### src/hdl/ptss_pkg.sv
// Shared types and constants for the periodic task slot scheduler.
// Depends on nothing; used by ptss_cell and the top level.
package ptss_pkg;

	localparam int SLOT_W = 6;
	localparam int KEY_W  = 16;
	localparam int ARG_W  = 32;
	localparam int TICK_W = 32;

	// request command codes as they arrive on the input channel
	localparam logic [2:0] CMD_TICK  = 3'd0;
	localparam logic [2:0] CMD_ADD   = 3'd1;
	localparam logic [2:0] CMD_DEL   = 3'd2;
	localparam logic [2:0] CMD_PAUSE = 3'd3;
	localparam logic [2:0] CMD_CONT  = 3'd4;

	// result status codes
	localparam logic [1:0] STS_OK    = 2'd0;
	localparam logic [1:0] STS_NOKEY = 2'd1;
	localparam logic [1:0] STS_FULL  = 2'd2;

	// decoded operation carried along the cell chain
	typedef enum logic [2:0] {
		OP_TICK,
		OP_ADD,
		OP_DEL,
		OP_PAUSE,
		OP_CONT,
		OP_IGNORE,
		OP_BADKEY
	} op_t;

	typedef enum logic [1:0] {
		ST_IDLE,
		ST_SCAN,
		ST_FINISH
	} state_t;

	// request broadcast to every cell
	typedef struct packed {
		op_t                op;
		logic [KEY_W-1:0]   key;
		logic [ARG_W-1:0]   arg;
		logic [TICK_W-1:0]  period;
		logic [TICK_W-1:0]  tick;
	} req_t;

	// firing report from a cell, all zero when the cell does not fire
	typedef struct packed {
		logic               vld;
		logic [SLOT_W-1:0]  slot;
		logic [KEY_W-1:0]   key;
		logic [ARG_W-1:0]   arg;
	} fire_t;

endpackage

### src/hdl/ptss_cell.sv
// One task slot of the scheduler chain: holds the slot fields and acts when
// the scan token passes through it. Depends on ptss_pkg.
module ptss_cell import ptss_pkg::*; #(
	parameter logic [SLOT_W-1:0] IDX = '0
) (
	input  logic  clk,
	input  logic  arst_n,
	input  logic  adv,
	input  logic  tok_in,
	input  logic  fnd_in,
	input  req_t  req,
	output logic  tok_q,
	output logic  fnd_q,
	output fire_t fire
);

	logic              en_q;
	logic              hr_q;
	logic [KEY_W-1:0]  key_q;
	logic [ARG_W-1:0]  arg_q;
	logic [TICK_W-1:0] period_q;
	logic [TICK_W-1:0] stamp_q;

	logic              act;
	logic [TICK_W-1:0] elapsed;
	logic              due;
	logic              match;
	logic              free;
	logic              hit;

	always_comb begin
		act     = tok_in & adv;
		elapsed = req.tick - stamp_q;
		due     = en_q & (~hr_q | (elapsed >= period_q));
		match   = ~fnd_in & (key_q == req.key);
		free    = ~fnd_in & ~en_q;
		case (req.op)
			OP_ADD:                   hit = free;
			OP_DEL, OP_PAUSE, OP_CONT: hit = match;
			default:                  hit = 1'b0;
		endcase
		fire = '0;
		if (act && req.op == OP_TICK && due) begin
			fire.vld  = 1'b1;
			fire.slot = IDX;
			fire.key  = key_q;
			fire.arg  = arg_q;
		end
	end

	// pass the token and the found flag one cell on per step
	always_ff @(posedge clk or negedge arst_n) begin
		if (!arst_n) begin
			tok_q <= 1'b0;
			fnd_q <= 1'b0;
		end else if (adv) begin
			tok_q <= tok_in;
			fnd_q <= fnd_in | (tok_in & hit);
		end
	end

	always_ff @(posedge clk or negedge arst_n) begin
		if (!arst_n) begin
			en_q     <= 1'b0;
			hr_q     <= 1'b0;
			key_q    <= '0;
			arg_q    <= '0;
			period_q <= '0;
			stamp_q  <= '0;
		end else if (act) begin
			case (req.op)
				OP_TICK: begin
					if (due) begin
						stamp_q <= req.tick;
						hr_q    <= 1'b1;
					end
				end
				OP_ADD: begin
					if (free) begin
						en_q     <= 1'b1;
						hr_q     <= 1'b0;
						key_q    <= req.key;
						arg_q    <= req.arg;
						period_q <= req.period;
						stamp_q  <= '0;
					end
				end
				OP_DEL: begin
					if (match) begin
						en_q     <= 1'b0;
						hr_q     <= 1'b0;
						key_q    <= '0;
						arg_q    <= '0;
						period_q <= '0;
						stamp_q  <= '0;
					end
				end
				OP_PAUSE: begin
					if (match) begin
						en_q <= 1'b0;
					end
				end
				OP_CONT: begin
					if (match) begin
						en_q <= 1'b1;
					end
				end
				default: begin
				end
			endcase
		end
	end

endmodule

### config.mk
export PLATFORM = sky130hd
export DESIGN_NAME = ptss_cell
export DESIGN_NICKNAME = d
export VERILOG_FILES = /design/src/hdl/ptss_pkg.sv /design/src/hdl/ptss_cell.sv
export SDC_FILE = /design/constraint.sdc
export NUM_CORES = 1
export LEC_CHECK = 0
export ABC_AREA = 1
export BUFFER_PORTS_ARGS = -buffer_cell sky130_fd_sc_hd__buf_4
export CORE_MARGIN = 10
export CORE_UTILIZATION = 56
export CTS_CLUSTER_SIZE = 40
export DETAILED_ROUTE_END_ITERATION = 12
export GPL_ROUTABILITY_DRIVEN = 0
export PLACE_DENSITY = 0.85
export REMOVE_ABC_BUFFERS = 1
export SETUP_SLACK_MARGIN = 0.3
export SYNTH_ARGS = -nofsm -noshare
export SYNTH_HDL_FRONTEND = slang
export SYNTH_SLANG_ARGS = --single-unit
export TNS_END_PERCENT = 1
### constraint.sdc
create_clock -name clk -period 4.4 [get_ports clk]
set_input_delay 0 -clock clk [delete_from_list [all_inputs] [get_ports clk]]
set_output_delay 0 -clock clk [all_outputs]
set_load 0.05 [all_outputs]
---- Yosys cells after proc, flatten, opt, wreduce, memory -nomap -nowiden ----
Cells that the tools add are included.
storage, ports and cells
  input bits .............................. 120
  logic and storage cells ................. 61
  bits in registers ....................... 116
  output and inout bits ................... 57
operators by class
  reductions and logical operators ........ 11
  multiplexer cells ....................... 20
  bitwise operators ....................... 10
  $add $sub $neg .......................... 1
  magnitude comparators ................... 1
  equality and inequality tests ........... 10
operator list
  cell                count
  $mux 32             5
  $pmux 32 s2         2
  $pmux 32 s3         1
  $mux 55             1
  $ge 32x32->1        1
  $mux 16             2
  $pmux 16 s2         1
  $sub 32x32->32      1
  $eq 16x16->1        1
  $reduce_and 5->1    2
  $ne 2x2->1 const B  4
  $eq 3x2->1 const B  2
  $pmux 1 s3          2
  $reduce_bool 3->1   2
  $and 1x1->1         5
  $mux 1              5
  $reduce_and 4->1    1
  $eq 3x1->1 const B  1
  $eq 3x3->1 const B  1
  $logic_not 3->1     1
  $not 1->1           3
  $reduce_or 3->1     1
  $logic_and 1x1->1   2
  $ne 2x1->1 const B  1
  other kinds (4)     5

---- Longest topological paths before layout ----
  depth in word-level cells ............... 6
  depth in mapped cells ................... 26
  depth with buffers taken out ............ 25

---- Least setup slack after synthesis ----
Ideal clock, no wire load.
  path type ............................... register to output
  from .................................... register stamp_q[0]
  to ...................................... output fire[39] in the netlist's numbering
  data arrival time ....................... 3.649 ns
  slack ................................... 0.751 ns
  cell stages (with the launch flop) ...... 22
  path buffers ............................ 2
  data required time ...................... 4.400 ns
  cells stage by stage .................... dfrtp_1 ha_1 inv_1 fa_1 nand3_1 nand2_1 a21oi_1 o21ai_0 nand3_1 nand2_1 xor2_1 ha_1 nand2_1 nor2_1 nand4_1 a21oi_1 nor2_1 nand2_1 nand3_2 buf_2 buf_2 nor2_1
RTL lines
  element                 line             text
  from (decl)             ptss_cell.sv:22  logic [TICK_W-1:0] stamp_q;
  from (signal assigned)  ptss_cell.sv:74  stamp_q <= req.tick;
  to (decl)               ptss_cell.sv:14  output fire_t fire

==> metrics.csv <==
stage,metric,value,unit
yosys,synthesis.area,8090,um2
critical_path,crit_required,4.40,ns
placement,place_area,9390,um2
global_routing,grt_antenna_before_repair,4,
detailed_routing,drt-vias-per-instance,5.61,
floorplanning,io_pins,177,
floorplanning,die_w,140,um
detailed_routing,routedWlPerCell,18.6,um
yosys,seq_area_frac_synth,0.359,
clock_tree,cts_max_level,4,
detailed_routing,postRouteWirelength,30200,um
critical_path,crit_fanout,8,
yosys,synth_simple_gate_area_frac,0.261,
yosys,async_reset_ff_frac,1.00,
final_layout,multi_input_area,4500,um2
critical_path,crit_top_cell,nand3_1,
global_routing,grt_overflow_total,0,
sta,final.setup.tns,0,ns
critical_path,slowest_delay,0.35,ns
yosys,yosysUniqueCellTypes,43,
yosys,synth_area_leaders,"dfrtp_1, nand2_1, ha_1, inv_1, nor2_1",
sta,period_minus_slack,4.02,ns
sta,relSlewSlack,0.285,
floorplanning,die_h,140,um
final_layout,seqCellArea,2900,um2
final_layout,area_growth_syn_to_layout,45.2,%
clock_tree,cts_tree,done,
sta,worst_slew_pin_slew,1.07,ns
yosys,yosys.area_share.adder,0.0999,
critical_path,path_buf_inv,4,
hold_path,min_path_type,in2reg,
final_layout,fill_cells,763,
power_and_ir_drop,irDropWorstVdd,0.299,mV
yosys,synth_seq_cells,116,
floorplanning,core_area,14000,um2
critical_path,cp_cell_sequence,"ha_1, inv_1, fa_2, nand3_1, nand2_2, nand3_1, nand3_2, nand3_1, nand3_1, nand2_1, nand2_1, xor2_1, ha_1, nand2_1, inv_1, nand4_1, a21oi_2, nor2_1, nand2_2, nand3_4, clkbuf_16, nor2_1, buf_6",
floorplanning,die-area,19700,um2
clock_tree,clk_pin_slew,0.06,ns
detailed_routing,drt-initial-drc-count,954,
yosys,synth_xor_area_frac,0.0314,
critical_path,start_kind,flip-flop,
sta,holdWs,0.0561,ns
yosys,synth-edff-count,0,
global_routing,grt_pass1_wl,42500,um
clock_tree,max-clock-path-buffers,2,
yosys,synth_compound_area_frac,0.135,
critical_path,crit_slowest_cell,dfrtp_1,
final_layout,drive_above_1_share,0.216,
final_layout,final_cell_area,11800,um2
yosys,yosys.cell_count.top_type,nand2_1,
critical_path,critPathTopFamily,simple AND/OR/NAND/NOR gates,
critical_path,end_kind,output pin,
global_routing,grtUsageTotal,0.258,
sta,setup_viol_count_final,0,
final_layout,final_nets,1612,
yosys,synthTopCellsByCount,"nand2_1, inv_1, dfrtp_1, nor2_1, ha_1",
floorplanning,initial_utilization,0.576,
yosys,synthMuxAreaShare,0.00124,
clock_tree,cts_inserted_buffers,17,
yosys,yosysTopAreaCell,dfrtp_1,
placement,dpl.hpwl,16000,um
yosys,synth_cells,1139,
detailed_routing,vias,9109,
sta,max_freq,249,MHz
clock_tree,clk-insertion-delay-late,0.43,ns
run_status,outcome,"finished, final reports clean",
sta,finalClockSkew,0.0119,ns
yosys,ys.flop_type,dfrtp_1,
detailed_routing,drc_errors,0,
global_routing,grt_max_degree,97,
yosys,synth_top_family_by_area,simple AND/OR/NAND/NOR gates,
floorplanning,fp-row-count,43,
global_routing,grt_pass1_vias,8868,
sta,period_share,0.913,
critical_path,path_class,reg2out,
power_and_ir_drop,p_leak,5.86,nW
yosys,yosysWarningCount,0,
clock_tree,cts-root-buf,clkbuf_16,
final_layout,instances_no_fill,1625,
clock_tree,clock-sinks,116,
sta,finalMaxSlewViolations,0,
detailed_routing,ant_nets,0,
critical_path,worstPathArrival,4.02,ns
job,cap_violations,0,
sta,rsz0062_at_grt,yes,
detailed_routing,drt-pass1-iter-count,8,
power_and_ir_drop,power_density,357,nW/um2
sta,final_hold_viol_count,0,
placement,io_buffer_count,170,
placement,placed_cells,1459,
yosys,postSynthAreaPerCell,7.10,um2
yosys,synth_top_area_share,0.359,
## report_power, final
group	total, W	switching, W	internal, W	leakage, nW
Combinational	0.00137	0.000796	0.000571	4.00
Clock	0.00152	0.000539	0.000977	0.295
Sequential	0.00131	0.000102	0.00120	1.57
Total	0.00419	0.00144	0.00275	5.86
## worst register-to-register path, delay by kind of cell (launching register included)
kind,cells,cell delay [ns]
flops,1,0.36
compound gates,2,0.16
fa+ha+maj,2,0.62
xor+xnor,1,0.19
buf+inv,5,0.68
simple gates,14,1.56
## final timing paths
kind | startpoint | endpoint | slack (ns) | cells past startpoint
hold reg to reg | stamp_q[2]$_DFFE_PN0P_ | stamp_q[2]$_DFFE_PN0P_ | 0.47 | 2
setup / recovery | stamp_q[0]$_DFFE_PN0P_ | fire[10] | 0.38 | 23
min in group asynchronous | arst_n | stamp_q[1]$_DFFE_PN0P_ | 0.29 | 2
max in group asynchronous | arst_n | key_q[8]$_DFFE_PN0P_ | 3.04 | 3
hold / removal | req[113] | en_q$_DFFE_PN0P_ | 0.06 | 6
setup reg to reg | stamp_q[22]$_DFFE_PN0P_ | stamp_q[23]$_DFFE_PN0P_ | 0.72 | 24
## through the flow
stage                      util  setup slack, ns  power, W
after CTS                 0.797            0.264   0.00401
after global routing      0.837            0.141   0.00439
after detailed placement  0.669            0.702   0.00241
final                     0.837            0.384   0.00419
after global placement    0.669            0.790   0.00237
after floorplan               -           0.0947   0.00207
## flip-flops by register name, summed over array words and instances, names as in the netlist
signal,cells
fnd_q,1
stamp_q,32
tok_q,1
arg_q,32
hr_q,1
period_q,32
key_q,16
en_q,1
## what timing repair did
item,CTS,global route
pin swaps,0,7
endpoints found under the setup margin,49,82
cloned,0,7
setup buffers,0,6
hold buffers,117,0
gates resized for setup,1,113
hold endpoints to repair,193,0
## final cells by class
| type | instances | share of cell area |
|---|---|---|
| diodes | 5 | 0.00106 |
| clock buffers | 20 | 0.0389 |
| clock inverters | 11 | 0.0150 |
| inverters | 169 | 0.0543 |
| multi-input cells | 817 | 0.383 |
| flip-flops and latches | 116 | 0.247 |
| well taps | 180 | 0.0192 |
| repair buffers | 307 | 0.242 |
## cells in the final DEF, fill, tap and decap left out, types with 3 or more instances in the layout
cell,instances
nor3_1,4
diode_2,5
or2_2,4
nor2_2,31
a21o_1,7
nand2_2,5
dfrtp_1,116
a21oi_1,44
nand4_1,10
xor2_1,17
inv_2,3
nand3_1,21
nand2_1,377
o21ai_1,66
a21oi_2,8
xnor2_1,12
bufinv_16,4
clkinvlp_4,5
o21a_1,3
ha_1,58
o21ai_0,15
o211ai_1,4
a31oi_2,3
dlygate4sd3_1,117
ha_2,4
inv_1,165
o21ai_2,23
conb_1,6
clkbuf_16,21
buf_4,144
buf_6,40
nor2_1,69
## kinds of logic after synthesis
kind of cell    Yosys count
other cells               1
mux                       1
flops                   116
compound gates          187
fa+ha+maj                64
simple gates            530
xor+xnor                 29
buf+inv                 211
## layer usage
| metal | up-vias | track usage | wire (um) |
|---|---|---|---|
| li1 | 4157 | - | - |
| met1 | 4170 | 0.293 | 11000 |
| met2 | 628 | 0.435 | 14300 |
| met3 | 154 | 0.0818 | 3170 |
| met4 | 0 | 0.111 | 1660 |
| met5 | - | 0 | 0 |
Power figures use the tool's default switching activity.
